**src/hdl/tfhv_pkg.sv**
```systemverilog
// ----------------------------------------------------------------------------
// tfhv_pkg
// Types and constants shared by the tensor file header validator.
// ----------------------------------------------------------------------------
package tfhv_pkg;

  localparam logic [31:0] FILE_MAGIC  = 32'h4158_5430;
  localparam logic [62:0] INT63_MAX   = {63{1'b1}};
  localparam logic [31:0] DEFAULT_CAP = 32'h8000_0000;

  // status codes
  localparam logic [3:0] STAT_OK        = 4'd0;
  localparam logic [3:0] STAT_BAD_MAGIC = 4'd1;
  localparam logic [3:0] STAT_BAD_DTYPE = 4'd2;
  localparam logic [3:0] STAT_BAD_NDIM  = 4'd3;
  localparam logic [3:0] STAT_BAD_DIM   = 4'd4;
  localparam logic [3:0] STAT_COUNT_OVF = 4'd5;
  localparam logic [3:0] STAT_TOO_LARGE = 4'd6;
  localparam logic [3:0] STAT_TRUNCATED = 4'd7;
  localparam logic [3:0] STAT_IGNORED   = 4'd8;

  // register indexes (paddr[4:3])
  localparam logic [1:0] REG_DTYPE_COUNT = 2'd0;
  localparam logic [1:0] REG_ELEM_SIZE   = 2'd1;
  localparam logic [1:0] REG_MAX_BYTES   = 2'd2;

  typedef enum logic [6:0] {
    PH_MAGIC   = 7'b0000001,
    PH_DTYPE   = 7'b0000010,
    PH_NDIM    = 7'b0000100,
    PH_DIMS    = 7'b0001000,
    PH_PAYLOAD = 7'b0010000,
    PH_DONE    = 7'b0100000,
    PH_HALT    = 7'b1000000
  } phase_t;

  typedef enum logic [2:0] {
    ST_IDLE     = 3'b001,
    ST_DIM_MUL  = 3'b010,
    ST_SIZE_MUL = 3'b100
  } fsm_t;

  typedef struct packed {
    logic [3:0]  status;
    logic        payload_valid;
    logic [7:0]  payload_out;
    logic        tensor_done;
    logic [62:0] element_count;
    logic [3:0]  dtype_out;
    logic [31:0] payload_bytes;
  } result_t;

endpackage

```
**src/hdl/tfhv_byte_if.sv**
```systemverilog
// ----------------------------------------------------------------------------
// tfhv_byte_if
// Input byte channel: one file byte per beat with start and end markers.
// ----------------------------------------------------------------------------
interface tfhv_byte_if;
  logic       valid;
  logic       ready;
  logic [7:0] data_byte;
  logic       start_marker;
  logic       end_marker;

  modport source (output valid, data_byte, start_marker, end_marker, input ready);
  modport sink   (input valid, data_byte, start_marker, end_marker, output ready);
endinterface

```
**src/hdl/tfhv_result_if.sv**
```systemverilog
// ----------------------------------------------------------------------------
// tfhv_result_if
// Result channel: one status beat per accepted input byte.
// ----------------------------------------------------------------------------
interface tfhv_result_if;
  logic        valid;
  logic        ready;
  logic [3:0]  status;
  logic        payload_valid;
  logic [7:0]  payload_out;
  logic        tensor_done;
  logic [62:0] element_count;
  logic [3:0]  dtype_out;
  logic [31:0] payload_bytes;

  modport source (output valid, status, payload_valid, payload_out, tensor_done,
                  element_count, dtype_out, payload_bytes, input ready);
  modport sink   (input valid, status, payload_valid, payload_out, tensor_done,
                  element_count, dtype_out, payload_bytes, output ready);
endinterface

```
**src/hdl/tensor_file_header_validator_core.sv**
```systemverilog
// ----------------------------------------------------------------------------
// tensor_file_header_validator_core
// Parses a tensor file header byte by byte, sizes the payload and passes it on.
// ----------------------------------------------------------------------------
// An accepted byte's result is registered in the result register. The last
// byte of a dimension first passes through the shared shift-add multiplier
// (early exit on overflow); the byte that ends the header also passes through
// the element size multiply. All other bytes: one per cycle while the result register is free.
// Reset (rst, synchronous): parser back to magic, config to defaults,
// result register emptied.
module tensor_file_header_validator_core
  import tfhv_pkg::*;
#(
  parameter int MAX_DIMS = 8
) (
  input  logic                 clk,
  input  logic                 rst,
  tfhv_byte_if.sink            file_ch,
  tfhv_result_if.source        result_ch,
  input  logic                 psel,
  input  logic                 penable,
  input  logic                 pwrite,
  input  logic [4:0]           paddr,
  input  logic [63:0]          pwdata,
  output logic [63:0]          prdata,
  output logic                 pready
);

  // configuration
  logic [4:0]  dtype_count;
  logic [63:0] elem_size_table;
  logic [31:0] max_tensor_bytes;

  // parser state
  phase_t      phase, phase_next;
  logic [2:0]  field_byte_index, field_byte_index_next;
  logic [63:0] field_shift, field_shift_next;
  logic [3:0]  dtype_reg, dtype_reg_next;
  logic [3:0]  ndim_reg, ndim_reg_next;
  logic [3:0]  dim_index, dim_index_next;
  logic [62:0] count_reg, count_reg_next;
  logic [31:0] bytes_left, bytes_left_next;
  logic [31:0] total_reg, total_reg_next;

  // sequencer and shared multiplier
  fsm_t        fsm, fsm_next;
  logic [64:0] acc, acc_next;
  logic [62:0] mult_sh, mult_sh_next;
  logic [5:0]  steps, steps_next;
  logic        pend_end, pend_end_next;

  // result register
  result_t     res, res_next;
  logic        out_valid, out_valid_next;

  logic        in_fire, out_free, cfg_wr;
  logic [64:0] acc_step;
  logic [62:0] mul_limit;
  logic        step_ovf, mul_last;
  logic [3:0]  es;
  logic [4:0]  dtype_lim;
  logic [3:0]  dim_inc;
  logic [63:0] fsh_acc;
  logic [31:0] fld_v;
  logic        emit, end_flag;
  logic [3:0]  r_status;
  logic        r_pv, r_done;
  logic        shown;

  assign pready   = 1'b1;
  assign cfg_wr   = psel && penable && pwrite && pready;
  assign out_free = !out_valid || result_ch.ready;
  assign file_ch.ready = (fsm == ST_IDLE) && out_free;
  assign in_fire  = file_ch.valid && file_ch.ready;

  always_comb begin
    unique case (paddr[4:3])
      REG_DTYPE_COUNT: prdata = {59'd0, dtype_count};
      REG_ELEM_SIZE:   prdata = elem_size_table;
      REG_MAX_BYTES:   prdata = {32'd0, max_tensor_bytes};
      default:         prdata = 64'd0;
    endcase
  end

  // shared shift-add unit: count_reg times a multiplier scanned MSB first,
  // with a running compare against the limit
  assign mul_limit = (fsm == ST_SIZE_MUL) ? {31'd0, max_tensor_bytes} : INT63_MAX;
  assign acc_step  = {acc[63:0], 1'b0} + (mult_sh[62] ? {2'b00, count_reg} : 65'd0);
  assign step_ovf  = acc_step > {2'b00, mul_limit};
  assign mul_last  = step_ovf || (steps == 6'd0);

  assign es        = elem_size_table[{dtype_reg, 2'b00} +: 4];
  assign dtype_lim = (dtype_count > 5'd16) ? 5'd16 : dtype_count;

  always_comb begin
    phase_next            = phase;
    field_byte_index_next = field_byte_index;
    field_shift_next      = field_shift;
    dtype_reg_next        = dtype_reg;
    ndim_reg_next         = ndim_reg;
    dim_index_next        = dim_index;
    count_reg_next        = count_reg;
    bytes_left_next       = bytes_left;
    total_reg_next        = total_reg;
    fsm_next              = fsm;
    acc_next              = acc;
    mult_sh_next          = mult_sh;
    steps_next            = steps;
    pend_end_next         = pend_end;
    fsh_acc               = 64'd0;
    fld_v                 = 32'd0;
    dim_inc               = dim_index + 4'd1;
    emit                  = 1'b0;
    end_flag              = pend_end;
    r_status              = STAT_OK;
    r_pv                  = 1'b0;
    r_done                = 1'b0;

    unique case (fsm)
      ST_IDLE: begin
        if (in_fire) begin
          emit          = 1'b1;
          end_flag      = file_ch.end_marker;
          pend_end_next = file_ch.end_marker;
          if (file_ch.start_marker) begin
            phase_next            = PH_MAGIC;
            field_byte_index_next = 3'd0;
            field_shift_next      = 64'd0;
            dtype_reg_next        = 4'd0;
            ndim_reg_next         = 4'd0;
            dim_index_next        = 4'd0;
            count_reg_next        = 63'd1;
            bytes_left_next       = 32'd0;
            total_reg_next        = 32'd0;
          end
          unique case (phase_next)
            PH_MAGIC, PH_DTYPE, PH_NDIM: begin
              fsh_acc = field_shift_next |
                        ({56'd0, file_ch.data_byte} << {field_byte_index_next[1:0], 3'b000});
              if (field_byte_index_next < 3'd3) begin
                field_byte_index_next = field_byte_index_next + 3'd1;
                field_shift_next      = fsh_acc;
              end else begin
                fld_v                 = fsh_acc[31:0];
                field_byte_index_next = 3'd0;
                field_shift_next      = 64'd0;
                if (phase_next == PH_MAGIC) begin
                  if (fld_v != FILE_MAGIC) begin
                    r_status   = STAT_BAD_MAGIC;
                    phase_next = PH_HALT;
                  end else begin
                    phase_next = PH_DTYPE;
                  end
                end else if (phase_next == PH_DTYPE) begin
                  if (fld_v >= {27'd0, dtype_lim}) begin
                    r_status   = STAT_BAD_DTYPE;
                    phase_next = PH_HALT;
                  end else begin
                    dtype_reg_next = fld_v[3:0];
                    phase_next     = PH_NDIM;
                  end
                end else begin
                  if (fld_v > 32'(MAX_DIMS)) begin
                    r_status   = STAT_BAD_NDIM;
                    phase_next = PH_HALT;
                  end else begin
                    ndim_reg_next  = fld_v[3:0];
                    dim_index_next = 4'd0;
                    if (fld_v == 32'd0) begin
                      // empty shape: straight to sizing
                      emit         = 1'b0;
                      fsm_next     = ST_SIZE_MUL;
                      acc_next     = 65'd0;
                      mult_sh_next = {es, 59'd0};
                      steps_next   = 6'd3;
                    end else begin
                      phase_next = PH_DIMS;
                    end
                  end
                end
              end
            end
            PH_DIMS: begin
              fsh_acc = field_shift_next |
                        ({56'd0, file_ch.data_byte} << {field_byte_index_next, 3'b000});
              if (field_byte_index_next < 3'd7) begin
                field_byte_index_next = field_byte_index_next + 3'd1;
                field_shift_next      = fsh_acc;
              end else begin
                field_byte_index_next = 3'd0;
                field_shift_next      = 64'd0;
                if (fsh_acc == 64'd0 || fsh_acc[63]) begin
                  r_status   = STAT_BAD_DIM;
                  phase_next = PH_HALT;
                end else begin
                  emit         = 1'b0;
                  fsm_next     = ST_DIM_MUL;
                  acc_next     = 65'd0;
                  mult_sh_next = fsh_acc[62:0];
                  steps_next   = 6'd62;
                end
              end
            end
            PH_PAYLOAD: begin
              r_pv = 1'b1;
              if (bytes_left_next != 32'd0) begin
                bytes_left_next = bytes_left_next - 32'd1;
              end
              if (bytes_left_next == 32'd0) begin
                r_done     = 1'b1;
                phase_next = PH_DONE;
              end
            end
            default: begin
              r_status = STAT_IGNORED;
            end
          endcase
        end
      end
      ST_DIM_MUL: begin
        if (out_free) begin
          acc_next     = acc_step;
          mult_sh_next = {mult_sh[61:0], 1'b0};
          steps_next   = steps - 6'd1;
          if (mul_last) begin
            fsm_next = ST_IDLE;
            if (step_ovf) begin
              emit       = 1'b1;
              r_status   = STAT_COUNT_OVF;
              phase_next = PH_HALT;
            end else begin
              count_reg_next = acc_step[62:0];
              dim_index_next = dim_inc;
              if (dim_inc >= ndim_reg) begin
                fsm_next     = ST_SIZE_MUL;
                acc_next     = 65'd0;
                mult_sh_next = {es, 59'd0};
                steps_next   = 6'd3;
              end else begin
                emit = 1'b1;
              end
            end
          end
        end
      end
      ST_SIZE_MUL: begin
        if (out_free) begin
          acc_next     = acc_step;
          mult_sh_next = {mult_sh[61:0], 1'b0};
          steps_next   = steps - 6'd1;
          if (mul_last) begin
            fsm_next = ST_IDLE;
            emit     = 1'b1;
            if (step_ovf) begin
              r_status   = STAT_TOO_LARGE;
              phase_next = PH_HALT;
            end else begin
              total_reg_next  = acc_step[31:0];
              bytes_left_next = acc_step[31:0];
              if (acc_step[31:0] == 32'd0) begin
                r_done     = 1'b1;
                phase_next = PH_DONE;
              end else begin
                phase_next = PH_PAYLOAD;
              end
            end
          end
        end
      end
      default: begin
        fsm_next = ST_IDLE;
      end
    endcase

    // source ran dry before the tensor finished
    if (emit && end_flag && r_status == STAT_OK &&
        phase_next != PH_DONE && phase_next != PH_HALT) begin
      r_status   = STAT_TRUNCATED;
      phase_next = PH_HALT;
    end
  end

  assign shown = (phase_next == PH_PAYLOAD) || (phase_next == PH_DONE);

  always_comb begin
    res_next.status        = r_status;
    res_next.payload_valid = r_pv;
    res_next.payload_out   = r_pv ? file_ch.data_byte : 8'd0;
    res_next.tensor_done   = r_done;
    res_next.element_count = shown ? count_reg_next : 63'd0;
    res_next.dtype_out     = shown ? dtype_reg_next : 4'd0;
    res_next.payload_bytes = shown ? total_reg_next : 32'd0;
    out_valid_next         = emit || (out_valid && !result_ch.ready);
  end

  always_ff @(posedge clk) begin
    if (rst) begin
      dtype_count      <= 5'd4;
      elem_size_table  <= 64'd4;
      max_tensor_bytes <= DEFAULT_CAP;
      phase            <= PH_MAGIC;
      field_byte_index <= 3'd0;
      field_shift      <= 64'd0;
      dtype_reg        <= 4'd0;
      ndim_reg         <= 4'd0;
      dim_index        <= 4'd0;
      count_reg        <= 63'd1;
      bytes_left       <= 32'd0;
      total_reg        <= 32'd0;
      fsm              <= ST_IDLE;
      pend_end         <= 1'b0;
      out_valid        <= 1'b0;
    end else begin
      if (cfg_wr) begin
        unique case (paddr[4:3])
          REG_DTYPE_COUNT: dtype_count      <= pwdata[4:0];
          REG_ELEM_SIZE:   elem_size_table  <= pwdata;
          REG_MAX_BYTES:   max_tensor_bytes <= pwdata[31:0];
          default: ;
        endcase
      end
      phase            <= phase_next;
      field_byte_index <= field_byte_index_next;
      field_shift      <= field_shift_next;
      dtype_reg        <= dtype_reg_next;
      ndim_reg         <= ndim_reg_next;
      dim_index        <= dim_index_next;
      count_reg        <= count_reg_next;
      bytes_left       <= bytes_left_next;
      total_reg        <= total_reg_next;
      fsm              <= fsm_next;
      pend_end         <= pend_end_next;
      out_valid        <= out_valid_next;
    end
  end

  always_ff @(posedge clk) begin
    acc     <= acc_next;
    mult_sh <= mult_sh_next;
    steps   <= steps_next;
    if (emit) begin
      res <= res_next;
    end
  end

  assign result_ch.valid         = out_valid;
  assign result_ch.status        = res.status;
  assign result_ch.payload_valid = res.payload_valid;
  assign result_ch.payload_out   = res.payload_out;
  assign result_ch.tensor_done   = res.tensor_done;
  assign result_ch.element_count = res.element_count;
  assign result_ch.dtype_out     = res.dtype_out;
  assign result_ch.payload_bytes = res.payload_bytes;

  // no new byte while the multiplier is busy
  a_busy_not_ready: assert property (@(posedge clk) disable iff (rst)
    fsm != ST_IDLE |-> !file_ch.ready)
    else $error("input ready while multiplier busy");

  // a beat is only accepted when the result register can take its result
  a_no_overwrite: assert property (@(posedge clk) disable iff (rst)
    in_fire |-> (!out_valid || result_ch.ready))
    else $error("input accepted with result register blocked");

  // completion is only reported on a clean beat
  a_done_ok: assert property (@(posedge clk) disable iff (rst)
    result_ch.valid && result_ch.tensor_done |-> result_ch.status == STAT_OK)
    else $error("tensor_done with error status");

  // payload only passes with ok or truncated status
  a_payload_status: assert property (@(posedge clk) disable iff (rst)
    result_ch.valid && result_ch.payload_valid |->
      (result_ch.status == STAT_OK || result_ch.status == STAT_TRUNCATED))
    else $error("payload beat with unexpected status");

  // the element size multiply finishes within its step budget
  a_mul_exit: assert property (@(posedge clk) disable iff (rst)
    fsm == ST_SIZE_MUL && steps == 6'd0 && out_free |=> fsm == ST_IDLE)
    else $error("size multiply overran");

endmodule
```
**src/flat_wrapper.sv**
```systemverilog
// flat-port wrapper written by rule: the top's interface ports become plain ports
module tensor_file_header_validator_core_flat import tfhv_pkg::*;
#(
  parameter int MAX_DIMS = 8
)
  (clk, rst, psel, penable, pwrite, paddr, pwdata, prdata, pready, file_ch_valid, file_ch_data_byte, file_ch_start_marker, file_ch_end_marker, file_ch_ready, result_ch_valid, result_ch_status, result_ch_payload_valid, result_ch_payload_out, result_ch_tensor_done, result_ch_element_count, result_ch_dtype_out, result_ch_payload_bytes, result_ch_ready);
  tfhv_byte_if file_ch_i ();
  tfhv_result_if result_ch_i ();
  input  logic clk;
  input  logic rst;
  input  logic psel;
  input  logic penable;
  input  logic pwrite;
  input  logic [4:0] paddr;
  input  logic [63:0] pwdata;
  output logic [63:0] prdata;
  output logic pready;
  input wire logic [$bits(file_ch_i.valid)-1:0] file_ch_valid;
  input wire logic [$bits(file_ch_i.data_byte)-1:0] file_ch_data_byte;
  input wire logic [$bits(file_ch_i.start_marker)-1:0] file_ch_start_marker;
  input wire logic [$bits(file_ch_i.end_marker)-1:0] file_ch_end_marker;
  output wire logic [$bits(file_ch_i.ready)-1:0] file_ch_ready;
  output wire logic [$bits(result_ch_i.valid)-1:0] result_ch_valid;
  output wire logic [$bits(result_ch_i.status)-1:0] result_ch_status;
  output wire logic [$bits(result_ch_i.payload_valid)-1:0] result_ch_payload_valid;
  output wire logic [$bits(result_ch_i.payload_out)-1:0] result_ch_payload_out;
  output wire logic [$bits(result_ch_i.tensor_done)-1:0] result_ch_tensor_done;
  output wire logic [$bits(result_ch_i.element_count)-1:0] result_ch_element_count;
  output wire logic [$bits(result_ch_i.dtype_out)-1:0] result_ch_dtype_out;
  output wire logic [$bits(result_ch_i.payload_bytes)-1:0] result_ch_payload_bytes;
  input wire logic [$bits(result_ch_i.ready)-1:0] result_ch_ready;
  assign file_ch_i.valid = file_ch_valid;
  assign file_ch_i.data_byte = file_ch_data_byte;
  assign file_ch_i.start_marker = file_ch_start_marker;
  assign file_ch_i.end_marker = file_ch_end_marker;
  assign file_ch_ready = file_ch_i.ready;
  assign result_ch_valid = result_ch_i.valid;
  assign result_ch_status = result_ch_i.status;
  assign result_ch_payload_valid = result_ch_i.payload_valid;
  assign result_ch_payload_out = result_ch_i.payload_out;
  assign result_ch_tensor_done = result_ch_i.tensor_done;
  assign result_ch_element_count = result_ch_i.element_count;
  assign result_ch_dtype_out = result_ch_i.dtype_out;
  assign result_ch_payload_bytes = result_ch_i.payload_bytes;
  assign result_ch_i.ready = result_ch_ready;
  tensor_file_header_validator_core #(.MAX_DIMS(MAX_DIMS)) u_core (.clk(clk), .rst(rst), .file_ch(file_ch_i), .result_ch(result_ch_i), .psel(psel), .penable(penable), .pwrite(pwrite), .paddr(paddr), .pwdata(pwdata), .prdata(prdata), .pready(pready));
endmodule
```
**config.mk**
```make
export PLATFORM = sky130hd
export DESIGN_NAME = tensor_file_header_validator_core_flat
export DESIGN_NICKNAME = d
export VERILOG_FILES = /design/src/hdl/tfhv_pkg.sv /design/src/hdl/tfhv_byte_if.sv /design/src/hdl/tfhv_result_if.sv /design/src/hdl/tensor_file_header_validator_core.sv /design/src/flat_wrapper.sv
export SDC_FILE = /design/constraint.sdc
export NUM_CORES = 2
export LEC_CHECK = 0
export ABC_AREA = 1
export BUFFER_PORTS_ARGS = -buffer_cell sky130_fd_sc_hd__buf_4
export CAP_MARGIN = 20
export CORE_UTILIZATION = 30
export CTS_CLUSTER_SIZE = 10
export DETAILED_ROUTE_END_ITERATION = 8
export HOLD_SLACK_MARGIN = 0.12
export PLACE_DENSITY = 0.5
export SLEW_MARGIN = 20
export SYNTH_ARGS = -nofsm -noshare
export SYNTH_HDL_FRONTEND = slang
export SYNTH_SLANG_ARGS = --single-unit
export TNS_END_PERCENT = 100
```
**constraint.sdc**
```tcl
create_clock -name clk -period 26 [get_ports clk]
set_clock_uncertainty 0.05 [all_clocks]
set_input_delay 1.3 -clock clk [delete_from_list [all_inputs] [get_ports clk]]
set_output_delay 1.3 -clock clk [all_outputs]
set_load 0.01 [all_outputs]
```
[Word-level counts from Yosys, hierarchy flattened]
Index checks and enable logic that the tools add are counted.
Word-level totals
  register bits after elaboration: 565
  input port bits: 86
  output and inout port bits: 180
  word-level logic and storage cells: 305
Cells by class
  add/subtract/negate cells: 5
  order comparisons: 7
  equality and inequality tests: 30
  shifts and indexed selects: 3
  muxes and demuxes: 197
  bitwise logic cells: 2
  reduce and logical (&&, ||, !) cells: 36
Operators by type and width (count)
  63-bit two-way mux: 20
  64-bit two-way mux: 18
  32-bit two-way mux: 17
  64-bit case mux with 3 select lines: 2
  64-bit case mux with 2 select lines: 2
  63-bit case mux with 2 select lines: 2
  63-bit case mux with 3 select lines: 1
  7-bit two-way mux: 21
  4-bit two-way mux: 33
  64-bit OR: 2
  32-bit case mux with 2 select lines: 2
  32-bit logical NOT: 3
  6-bit two-way mux: 14
  3-bit two-way mux: 22
  65-bit by 63-bit adder with 65-bit output: 1
  65-bit by 63-bit greater-than comparator with 1-bit output: 1
  64-bit logical NOT: 1
  64-bit by 7-bit indexed part select with 4-bit output: 1
  8-bit by 5-bit left shift with 64-bit output: 1
  8-bit by 6-bit left shift with 64-bit output: 1
  7-bit case mux with 3 select lines: 2
  32-bit by 5-bit greater-or-equal comparator with 1-bit output: 1
  32-bit by 4-bit greater-than comparator with 1-bit output, second input constant: 1
  32-bit by 31-bit != test with 1-bit output, second input constant: 1
  49 further kinds: 110

[Logic depth before layout (Yosys ltp)]
  depth after elaboration: 24
  gate-level depth with buffers: 50
  depth with buffers taken out: 47

[Worst setup path before layout]
OpenSTA, ideal clock, no wires.
  path type: flip-flop to flip-flop
  start: reg u_core.mult_sh[62]
  end: reg u_core.res (netlist bit u_core.result_ch.element_count[52]), data pin
  setup time: 0.134 ns
  data arrival time: 8.380 ns
  required time: 25.816 ns
  setup slack: 17.435 ns
  cell stages (with the launch flop): 50
  buffers on the path: 3
  clock period less this slack: 8.565 ns
  cells stage by stage: edfxtp_1 clkbuf_1 nand2_1 inv_1 ha_1 inv_1 fa_1 nand3b_1 nand2_1 nand2_1 nand2_1 nand4_1 o211ai_1 nand2_1 nand2_1 a21oi_1 o21ai_0 a21boi_0 [... 14 more ...] nand2_1 nand2_1 nand2_1 nand3_1 nand2_1 inv_1 nand2_1 nand2_1 nand3_2 nand2_1 nand2_1 clkinv_1 nand2_1 nor2_1 nor2_4 buf_6 buf_12 nor2_4
On the way
  longest elaborated chain between the ends: 14
  elaborated cells on any way between the ends: 41
  those cells by class: 1 x add/sub; 1 x order compare; 4 x eq/ne; 27 x mux; 8 x reduce/logical
Ends and longest elaborated chain
  start: declaration: line tensor_file_header_validator_core.sv:48  | logic [62:0] mult_sh, mult_sh_next;
  start signal: assignment: line tensor_file_header_validator_core.sv:339  | mult_sh <= mult_sh_next;
  63-bit two-way mux (*): line tensor_file_header_validator_core.sv:88  | assign acc_step = {acc[63:0], 1'b0} + (mult_sh[62] ? {2'b00, count_reg} : 65'd0);
  65-bit by 63-bit adder with 65-bit output (*): line tensor_file_header_validator_core.sv:88
  65-bit by 63-bit greater-than comparator with 1-bit output (*): line tensor_file_header_validator_core.sv:89  | assign step_ovf = acc_step > {2'b00, mul_limit};
  1-bit two-way mux / 1-bit logical OR (equally long branches): line tensor_file_header_validator_core.sv:227, tensor_file_header_validator_core.sv:90
  1-bit two-way mux (on tied branches): line tensor_file_header_validator_core.sv:225, tensor_file_header_validator_core.sv:251
  1-bit two-way mux (on tied branches): line tensor_file_header_validator_core.sv:221, tensor_file_header_validator_core.sv:247
  1-bit case mux with 3 select lines (*): line tensor_file_header_validator_core.sv:119  | unique case (fsm)
  via u_core.emit: line tensor_file_header_validator_core.sv:65  | logic emit, end_flag;
  1-bit logical AND (*) (3 in series): line tensor_file_header_validator_core.sv:276  | if (emit && end_flag && r_status == STAT_OK &&
  1-bit logical AND (*): line tensor_file_header_validator_core.sv:277  | phase_next != PH_DONE && phase_next != PH_HALT) begin
  7-bit two-way mux (*): line tensor_file_header_validator_core.sv:276
  7-bit by 5-bit equality test with 1-bit output / 7-bit by 6-bit equality test with 1-bit output (equally long branches): line tensor_file_header_validator_core.sv:283  | assign shown = (phase_next == PH_PAYLOAD) || (phase_next == PH_DONE);
  1-bit logical OR (*): line tensor_file_header_validator_core.sv:283
  end signal: assignment: line tensor_file_header_validator_core.sv:342  | res <= res_next;
  end: declaration: line tensor_file_header_validator_core.sv:53  | result_t res, res_next;
The timed path passes the listed nets; every way through them passes the cells marked *.
A chain may end at the register's enable or synchronous reset.

[Worst setup path after layout]
  start: reg u_core.mult_sh[62]
  end: reg u_core.res (netlist bit u_core.result_ch.element_count[22]), data pin
Same word-level chain as after synthesis.

==> results.py <==
metrics = {
    "grt": {
        "grt_pass1_vias": 31300,
        "antenna_found_initial": 0,
        "track_usage_pct": 21.2,
        "met3_usage_pct": 2.81,
        "grtUsageMet2_pct": 34.1,
        "busiest_layer": "met2",
        "grt_max_degree": 155,
        "grt_pass1_wl_mm": 191,
        "grt_overflow_total": 0,
        "met1_usage_pct": 29.5,
    },
    "clock_tree": {
        "cts_tree": "built",
        "post_cts_buffers": 0,
        "hold_buffers": 0,
        "clock-sinks": 565,
        "cts_resized": 0,
        "cts_buffers": 74,
        "worstSkewPairLatency_ns": 0.67,
        "cts_buffer_depth": 3,
        "root_buffer": "clkbuf_16",
        "clk_pin_slew_worst_paths_ns": 0.06,
        "cts-htree-levels": 3,
    },
    "setup_path": {
        "criticalPathCategory": "register to register",
        "worstSetupPathDepth": 43,
        "critPathMaxStageDelay_ns": 0.64,
        "cp.buffers_inverters": 8,
        "cpLargestDelayFamily": "simple AND/OR/NAND/NOR gates",
        "crit_arrival_ns": 10.35,
        "reg2reg_depth": 43,
        "cp-end-kind": "register",
        "crit_slowest_cell": "buf_4",
        "critical_path_required_ns": 26.33,
        "cp_max_fo": 64,
        "cp_common_cell": "nand2_1",
        "startpoint_type": "register",
    },
    "final_layout": {
        "largestRegisters": "u_core.acc x64, u_core.elem_size_table x64, u_core.field_shift x64",
        "syn_to_final_growth_pct": 16.5,
        "finalNetCount": 5221,
        "drive_gt1_share_pct": 9.99,
    },
    "sta": {
        "fmax_mhz": 99.9,
        "drv_slew": 0,
        "final-hold-violation-count": 0,
        "rsz0062_at_grt": "false",
        "fin_crit_sh_pct": 38.5,
        "fin_ws_ns": 15.99,
        "finalSetupViolations": 0,
        "period_needed_ns": 10.01,
        "worst-slew-pin-transition_ns": 1.19,
        "slew_headroom_pct": 20.8,
        "finalSetupTns_ns": 0,
    },
    "yosys": {
        "yosys.area.top_type_share_pct": 21.5,
        "synth_top_area_cell": "edfxtp_1",
        "synth.top_cells.by_count": "nand2_1, nor2_1, inv_1",
        "ys_types": 61,
        "syn_nets": 5065,
        "synth_area_um2": 34400,
        "async_flop_share_pct": 0,
        "synth_ff_type": "dfxtp_1",
        "ys_warn_count": 0,
        "synth-seq-cells": 565,
        "synth_edf_count": 246,
        "synth_cells": 4838,
        "avgSynthCellArea_um2": 7.12,
        "synth.most_common_cell": "nand2_1",
        "synth_area_leaders": "edfxtp_1, dfxtp_1, nand2_1",
        "yosysSeqAreaShare_pct": 40.0,
    },
    "die": {
        "die_w_um": 341,
        "start_util_pct": 30.4,
        "die_h_um": 341,
        "core_area_um2": 113000,
        "row_count": 123,
        "die_area_um2": 116000,
        "pin_count": 266,
    },
    "route": {
        "via_per_inst": 5.07,
        "ant_nets": 0,
        "drt-total-wl_mm": 127,
        "wl_per_cell_um": 19.4,
        "dr.pass1.iters": 5,
        "drc": 0,
        "drt-initial-drc-count": 2476,
        "vias": 33200,
    },
    "min_path": {
        "whs_path_depth": 2,
        "hold_path_class": "register to register",
    },
    "power_and_ir_drop": {
        "powerDensity_nw_per_um2": 92.4,
        "vdd_drop_max_uv": 61.2,
        "p_leak_nw": 17.3,
    },
    "job": {
        "maxCapViolCount": 0,
    },
    "place": {
        "dp_slack_ns": 16.22,
        "portBuffers": 261,
        "dp.final_hpwl_mm": 89.0,
        "gp_congestion": 0.920,
    },
    "outcome": {
        "outcome": "completed",
    },
}
[per-layer routing]
metal | part of all wire [%] | up-vias
li1 | - | 16400
met1 | 46 | 15700
met2 | 45 | 938
met3 | 5.8 | 171
met4 | 2.5 | 0
met5 | 0 | -
[tightest hold or removal path, cell delays in order (launching register included)]
cell and delay (ns):
dfxtp_1 0.30, inv_1 0.06, a21oi_1 0.06
[final cells by class]
type,instances,area (µm²)
Fill cell,12100,73000
Multi-Input combinational cell,3443,17500
Sequential cell,565,13800
Timing Repair Buffer,317,2400
Inverter,593,2230
Clock buffer,120,2180
Tap cell,1500,1880
Clock inverter,15,185
Antenna cell,1,2.50
[power breakdown]
part / switching (mW) / internal [mW]
registers: 0.0814 / 1.19
logic: 1.02 / 0.404
clock network: 0.428 / 0.588
total: 1.53 / 2.18
[placed cells by master (no fill, tap or decap), types with 16 or more instances in the layout]
cell / count
buf_4: 314
clkbuf_16: 74
xnor2_1: 26
nor2_2: 16
ha_1: 140
a31oi_1: 33
edfxtp_1: 246
a211oi_1: 21
o22ai_1: 18
inv_2: 22
o21ai_0: 535
nand3_1: 168
clkbuf_8: 16
nand4_1: 63
nand2_1: 862
clkbuf_1: 30
o21a_1: 27
nor2_1: 766
a221oi_1: 31
dfxtp_1: 319
a21oi_1: 482
inv_1: 564
a21o_1: 19
nor3_1: 28
xor2_1: 50
[path summary, 6_finish.rpt]
kind,start,to,slack [ns]
max,u_core.mult_sh[62],u_core.result_ch.element_count[22],15.99
min,u_core.bytes_left[29],u_core.bytes_left[29],0.41
max reg2reg,u_core.mult_sh[62],u_core.result_ch.element_count[22],15.99
min reg2reg,u_core.bytes_left[29],u_core.bytes_left[29],0.41
[through the flow]
step                utilization [%]  total power [mW]  instance area (µm²)  cells  hold slack (ns)
CTS                            35.5              3.73                40100   6553            0.408
detailed placement             33.4              2.70                37800   6418            0.399
finish                         35.5              3.71                40100   6554            0.409
global route                   35.5              3.93                40100   6553            0.431
global placement               33.4              2.70                37700   6417            0.397
floorplan                         -              2.18                34400   4838            0.380
[kinds of logic (layout without fill, tap and decap cells)]
family / after synthesis / after routing / synth area share, %
other: 1 / 2 / 0.0109
buffers and inverters: 830 / 1045 / 9.38
multiplexers: 1 / 1 / 0.0291
flip-flops: 565 / 565 / 40.0
AO/OA/AOI/OAI: 1250 / 1250 / 19.8
adder cells (fa/ha/maj): 141 / 141 / 5.15
XOR/XNOR: 76 / 76 / 1.93
AND/OR/NAND/NOR: 1974 / 1974 / 23.7
Power figures use the tool's default switching activity.
